File: src/hdl/b64d_pkg.sv
// Shared types and constants for the base64 stream decoder.
`timescale 1ns / 1ps
`default_nettype none

package b64d_pkg;

  // Alphabet value offsets
  localparam logic [5:0] LowerOffset = 6'd26;
  localparam logic [5:0] DigitOffset = 6'd52;
  localparam logic [5:0] PlusValue   = 6'd62;
  localparam logic [5:0] SlashValue  = 6'd63;

  typedef enum logic [1:0] {
    CLS_DATA = 2'd0,
    CLS_SKIP = 2'd1,
    CLS_BAD  = 2'd2
  } b64d_kind_e;

  typedef struct packed {
    b64d_kind_e kind;
    logic [5:0] value;
  } b64d_class_t;

  typedef struct packed {
    logic [7:0] char_code;
    logic       final_char;
  } b64d_in_t;

  typedef struct packed {
    logic [7:0] data_byte;
    logic       byte_valid;
    logic       malformed;
    logic       message_end;
  } b64d_out_t;

endpackage

`default_nettype wire

File: src/hdl/b64d_classify.sv
// Character classifier: maps a raw byte to a 6-bit value, skip or illegal.
`timescale 1ns / 1ps
`default_nettype none

module b64d_classify (
  input  logic [7:0]            char_i,
  output b64d_pkg::b64d_class_t cls_o
);
  import b64d_pkg::*;

  always_comb begin
    cls_o.kind  = CLS_BAD;
    cls_o.value = '0;
    unique case (char_i) inside
      [8'h41:8'h5a]: begin  // A-Z
        cls_o.kind  = CLS_DATA;
        cls_o.value = 6'(char_i - 8'h41);
      end
      [8'h61:8'h7a]: begin  // a-z
        cls_o.kind  = CLS_DATA;
        cls_o.value = 6'(char_i - 8'h61) + LowerOffset;
      end
      [8'h30:8'h39]: begin  // 0-9
        cls_o.kind  = CLS_DATA;
        cls_o.value = 6'(char_i - 8'h30) + DigitOffset;
      end
      8'h2b: begin  // '+'
        cls_o.kind  = CLS_DATA;
        cls_o.value = PlusValue;
      end
      8'h2f: begin  // '/'
        cls_o.kind  = CLS_DATA;
        cls_o.value = SlashValue;
      end
      8'h3d, 8'h0d, 8'h0a, 8'h20: begin  // '=', CR, LF, space
        cls_o.kind = CLS_SKIP;
      end
      default: begin
        cls_o.kind = CLS_BAD;
      end
    endcase
  end

endmodule

`default_nettype wire

File: src/hdl/b64d_accum.sv
// Bit accumulator, sticky error flag and result register.
`timescale 1ns / 1ps
`default_nettype none

module b64d_accum (
  input  logic                  clk_i,
  input  logic                  rst_ni,
  input  logic                  take_i,
  input  b64d_pkg::b64d_class_t cls_i,
  input  logic                  fin_i,
  output logic                  room_o,
  output logic                  out_valid_o,
  input  logic                  out_ready_i,
  output b64d_pkg::b64d_out_t   out_data_o
);
  import b64d_pkg::*;

  logic [5:0]  bits_q, bits_d;
  logic [2:0]  count_q, count_d;
  logic        err_q, err_d;
  logic        out_valid_q, out_valid_d;
  b64d_out_t   out_q, out_d;

  logic [3:0]  cnt_sum;
  logic [3:0]  cnt_rem;
  logic [11:0] acc;
  logic [11:0] acc_shift;
  logic [5:0]  keep_mask;
  logic        emit;
  logic        err_now;

  assign room_o      = !out_valid_q || out_ready_i;
  assign out_valid_o = out_valid_q;
  assign out_data_o  = out_q;

  always_comb begin
    cnt_sum   = {1'b0, count_q} + 4'd6;
    acc       = {bits_q, cls_i.value};
    emit      = cnt_sum >= 4'd8;
    cnt_rem   = emit ? (cnt_sum - 4'd8) : cnt_sum;
    acc_shift = acc >> cnt_rem;
    for (int i = 0; i < 6; i++) begin
      keep_mask[i] = (4'(i) < cnt_rem);
    end
    err_now = err_q || (cls_i.kind == CLS_BAD);

    bits_d  = bits_q;
    count_d = count_q;
    err_d   = err_now;
    out_d   = '0;
    if ((cls_i.kind == CLS_DATA) && !err_q) begin
      bits_d  = acc[5:0] & keep_mask;
      count_d = cnt_rem[2:0];
      if (emit) begin
        out_d.data_byte  = acc_shift[7:0];
        out_d.byte_valid = 1'b1;
      end
    end
    out_d.message_end = fin_i;
    out_d.malformed   = fin_i && err_now;
    if (fin_i) begin
      bits_d  = '0;
      count_d = '0;
      err_d   = 1'b0;
    end

    out_valid_d = take_i || (out_valid_q && !out_ready_i);
  end

  always_ff @(posedge clk_i or negedge rst_ni) begin
    if (!rst_ni) begin
      bits_q      <= '0;
      count_q     <= '0;
      err_q       <= 1'b0;
      out_valid_q <= 1'b0;
    end else begin
      out_valid_q <= out_valid_d;
      if (take_i) begin
        bits_q  <= bits_d;
        count_q <= count_d;
        err_q   <= err_d;
      end
    end
  end

  always_ff @(posedge clk_i) begin
    if (take_i) begin
      out_q <= out_d;
    end
  end

  // only an even number of bits can ever be pending
  a_count_even: assert property (@(posedge clk_i) disable iff (!rst_ni)
    !count_q[0]) else $error("odd pending bit count");

  // end of message clears the whole state
  a_fin_clears: assert property (@(posedge clk_i) disable iff (!rst_ni)
    take_i && fin_i |=> !err_q && (count_q == 3'd0) && (bits_q == 6'd0))
    else $error("state not cleared after final character");

  // a delivered byte and an error report never share a result
  a_valid_not_bad: assert property (@(posedge clk_i) disable iff (!rst_ni)
    out_valid_q && out_q.byte_valid |-> !out_q.malformed)
    else $error("byte emitted on malformed message end");

  a_bad_at_end: assert property (@(posedge clk_i) disable iff (!rst_ni)
    out_valid_q && out_q.malformed |-> out_q.message_end)
    else $error("malformed reported before message end");

  a_byte_zero: assert property (@(posedge clk_i) disable iff (!rst_ni)
    out_valid_q && !out_q.byte_valid |-> (out_q.data_byte == 8'd0))
    else $error("data byte not zero without a byte");

endmodule

`default_nettype wire

File: src/hdl/base64_stream_decoder_unit.sv
// Top level of the streaming base64 decoder.
//
// Usage:
//   Input channel (in_valid_i / in_ready_o / in_data_i) carries one raw
//   character per transfer plus a flag for the last character of a message.
//   Output channel (out_valid_o / out_ready_i / out_data_o) returns exactly
//   one result per character: a decoded byte with its valid flag, the
//   message-end copy and, on the final character, the malformed flag.
//   Illegal characters poison the rest of the message; bytes stop and the
//   consumer sees malformed=1 on the last result.
// Path: input register, then the accumulator and result register; while the
//   result register is full a character waits in the input register.
// Throughput: one character per cycle unless out_ready_i is low; the
//   accumulator update is a single short add, shift and mask between the
//   input and result registers.
// Reset: rst_ni clears the accumulator, the error flag and both valid bits;
//   the block is ready as soon as the input valid bit is cleared.
// Stall: with out_ready_i low the result is held, the input register fills
//   and in_ready_o drops; nothing is lost or repeated.
`timescale 1ns / 1ps
`default_nettype none

module base64_stream_decoder_unit (
  input  logic                clk_i,
  input  logic                rst_ni,
  input  logic                in_valid_i,
  output logic                in_ready_o,
  input  b64d_pkg::b64d_in_t  in_data_i,
  output logic                out_valid_o,
  input  logic                out_ready_i,
  output b64d_pkg::b64d_out_t out_data_o
);
  import b64d_pkg::*;

  // input register stage
  logic        s1_valid_q, s1_valid_d;
  b64d_in_t    s1_q;
  logic        room;       // result register can take an item
  logic        take;       // stage-one item moves on
  b64d_class_t cls;

  assign take       = s1_valid_q && room;
  assign in_ready_o = !s1_valid_q || room;

  always_comb begin
    s1_valid_d = (s1_valid_q && !room) || (in_valid_i && in_ready_o);
  end

  always_ff @(posedge clk_i or negedge rst_ni) begin
    if (!rst_ni) begin
      s1_valid_q <= 1'b0;
    end else begin
      s1_valid_q <= s1_valid_d;
    end
  end

  always_ff @(posedge clk_i) begin
    if (in_valid_i && in_ready_o) begin
      s1_q <= in_data_i;
    end
  end

  b64d_classify u_classify (
    .char_i (s1_q.char_code),
    .cls_o  (cls)
  );

  b64d_accum u_accum (
    .clk_i       (clk_i),
    .rst_ni      (rst_ni),
    .take_i      (take),
    .cls_i       (cls),
    .fin_i       (s1_q.final_char),
    .room_o      (room),
    .out_valid_o (out_valid_o),
    .out_ready_i (out_ready_i),
    .out_data_o  (out_data_o)
  );

endmodule

`default_nettype wire
File: config.mk
export PLATFORM = sky130hd
export DESIGN_NAME = base64_stream_decoder_unit
export DESIGN_NICKNAME = d
export VERILOG_FILES = /design/src/hdl/b64d_pkg.sv /design/src/hdl/b64d_classify.sv /design/src/hdl/b64d_accum.sv /design/src/hdl/base64_stream_decoder_unit.sv
export SDC_FILE = /design/constraint.sdc
export NUM_CORES = 1
export LEC_CHECK = 0
export BUFFER_PORTS_ARGS = -buffer_cell sky130_fd_sc_hd__buf_2
export CORE_MARGIN = 3
export CORE_UTILIZATION = 45
export CTS_CLUSTER_DIAMETER = 60
export DETAILED_ROUTE_END_ITERATION = 7
export PLACE_DENSITY = 0.69
export RECOVER_POWER = 100
export SLEW_MARGIN = 20
export SYNTH_ARGS = -nofsm -noshare
export SYNTH_HDL_FRONTEND = slang
export SYNTH_SLANG_ARGS = --single-unit
export TNS_END_PERCENT = 100
File: constraint.sdc
create_clock -name clk_i -period 2.4 [get_ports clk_i]
set_input_delay 0.24 -clock clk_i [delete_from_list [all_inputs] [get_ports clk_i]]
set_output_delay 0.24 -clock clk_i [all_outputs]
set_load 0.05 [all_outputs]
==> out/qor.yml <==
diodes: 0
synth_simple_gate_area_share_pct: 18.9
fp.dieArea_sq_mm: 0.00543
crit_fanout: 7
netlist_area_sq_mm: 0.00206
rows: 23
cp_slowest_cell: "edfxtp_1"
synth-compound-area-share_pct: 22.1
wire_per_inst_um: 16.4
fin_crit_ns: 2.40
hold_viol: 0
muxShareOfSynthArea_pct: 3.64
seq_area_sq_um: 876
numCtsBuffers: 5
dpl.cell_count: 301
insertion_delay_ns: 0.28
routed_via_density: 5.96
cp.required_ns: 2.42
layout_commonest_cell: "buf_4"
final_cell_mix: "buf_4 (32), edfxtp_1 (20), clkbuf_1 (16), nor2_1 (13), inv_1 (12)"
path_clk_slew_ns: 0.06
max_stage_delay_ns: 0.45
finalNonFillerCells: 315
grt_pass1_wl_mm: 8.34
nFillCells: 336
dr_total_vias: 1877
track_usage_pct: 20.1
maxSlewHeadroom_pct: 60.5
period_share_pct: 99.8
synth_area_leaders: "edfxtp_1 (29%), dfrtp_1 (13%), ha_1 (9.1%), nor2_1 (2.7%), inv_1 (2.5%)"
synth_cell_types: 58
fp.dieH_um: 73.7
hp-start: "in_data_i[8]"
clkSinkCount: 31
drtAntennaViolNets: 0
critPathKind: "reg2reg"
cts_root_buf: "clkbuf_8"
ios: 26
status: "finished, final reports clean"
syn_to_final_growth_pct: 33.4
drtIter0Drc: 147
design_area_sq_mm: 0.00275
htree_num_levels: 2
arrival_ns: 2.42
nNetsFinal: 292
vdd_drop_max_mv: 0.388
crit_path_end_kind: "flip-flop"
fmax_mhz: 417
worst_slack_ns: 0.00462
crit_path_start_kind: "flip-flop"
hpwl_mm: 3.73
path_delay_family: "compound AO/OA/AOI/OAI gates"
fp.coreArea_sq_mm: 0.00420
synth_top_family_by_area: "compound AO/OA/AOI/OAI gates"
multi_input_area_sq_mm: 0.00128
grt_setup_unrepaired: "true"
overflow: 0
ys_seq_elements: 31
synth_nets: 229
finalSetupViolations: 0
antenna_found_initial: 0
synthAdderAreaFrac_pct: 9.10
finClkSkew_ns: 0.00869
drc: 0
grt_pass1_vias: 1766
die_w_um: 73.7
placed_area_sq_mm: 0.00246
initial_core_util_pct: 49.1
slew_violations: 0
powerDensity_mw_per_mm2: 587
power.leakage_nw: 1.12
wl_mm: 5.17
holdWs_ns: 0.135
synth-edff-count: 20
yosys_warnings: 0
synthFlopType: "edfxtp_1"
drive_above_1_share_pct: 34.0
cts_tree: "built"
hp-class: "in2reg"
synth.avg_cell_area_sq_um: 10.3
worst_pin_slew_ns: 0.596
drt-pass1-iter-count: 4
drv_cap: 0
synth_seq_area_share_pct: 42.5
crit_buf_inv: 3
post-place-ws_ns: -0.0552
crit_chain: "inv_2 -> buf_4 -> ha_2 -> o211a_4 -> buf_6 -> nor2_4 -> a221o_1 -> a221oi_2 -> a21oi_2"
grt_start_max_net_pins: 15
synthArstFlopShare_pct: 35.5
cts_buffer_depth: 2
synth_top_area_share_pct: 29.1
gp_congestion: 0.895
syn_inst: 201
setup_tns_ns: 0
regToRegStartpoint: "s1_q[3]"
synth_area_leader_cell: "edfxtp_1"
startpoint: "s1_q[3]"
numPortBuffers: 25
synth-xor-area-share_pct: 0
[kinds of logic after synthesis]
family | count (synthesis)
DFF | 31
adders and majority gates | 15
muxes | 6
AOI/OAI and AO/OA | 59
and+or+nand+nor | 70
buffers and inverters | 20
[state kept, by name, indices dropped and copies added (netlist names)]
signal	cells
u_accum.out_data_o	11
u_accum.bits_q	6
u_accum.count_q	2
s1_q	9
u_accum.out_valid_o	1
s1_valid_q	1
u_accum.err_q	1
[synthesized netlist by cell type (all sizes together), types with 3 or more instances]
cell type	number
nand4	4
a31o	3
nand2b	4
dfrtp	11
o21ai	7
nor3	9
nor2b	4
a2111oi	3
nand3	6
inv	14
mux2i	3
a21o	3
a31oi	6
ha	15
nor3b	4
edfxtp	20
clkbuf	4
nand2	10
a21oi	9
nor2	16
[area by class of cell]
| type | instances | share of cell area [%] |
|---|---|---|
| inverter | 14 | 1.91 |
| clock buffer | 6 | 2.64 |
| sequential | 31 | 31.8 |
| timing repair buffer | 62 | 14.6 |
| clock inverter | 2 | 0.273 |
| tap | 50 | 2.27 |
| multi-input combinational | 150 | 46.5 |
[what timing repair did]
item                                   CTS  global route
endpoints found under the hold margin   11             0
pin swaps                                2            11
buffers inserted                         0             5
setup endpoints to repair                4            18
resized for setup                        8            36
hold buffers                             1             0
[metrics by stage]
| step | util, % | power [mW] |
|---|---|---|
| 2_1_floorplan | - | 1.02 |
| 3_3_place_gp | 58.5 | 1.18 |
| 3_5_place_dp | 58.5 | 1.18 |
| 4_1_cts | 61.6 | 1.58 |
| 5_1_grt | 65.5 | 1.72 |
| 6_report | 65.5 | 1.61 |
[final timing paths]
kind	endpoint	cells past startpoint	slack, ns
worst max-delay path	u_accum.out_data_o[6]	9	0.005
worst min-delay path	s1_q[8]	1	0.13
worst max register to register	u_accum.out_data_o[6]	9	0.005
worst min register to register	u_accum.bits_q[5]	1	0.49
max in group asynchronous	u_accum.out_valid_o	2	1.53
min in group asynchronous	u_accum.bits_q[4]	2	0.48
[where the power goes]
part           total, mW  switching (mW)  internal [mW]
Combinational      0.585           0.362          0.223
Sequential         0.653          0.0303          0.623
Clock              0.377           0.180          0.197
[per-layer routing]
| layer | part of all wire [%] | track usage [%] | wire [um] |
|---|---|---|---|
| met1 | 47 | 28.8 | 2410 |
| met2 | 46 | 30.8 | 2390 |
| met3 | 6.2 | 4.24 | 320 |
| met4 | 0.93 | 5.03 | 48 |
| met5 | 0 | 0 | 0 |
(Power assumes the default switching activity.)
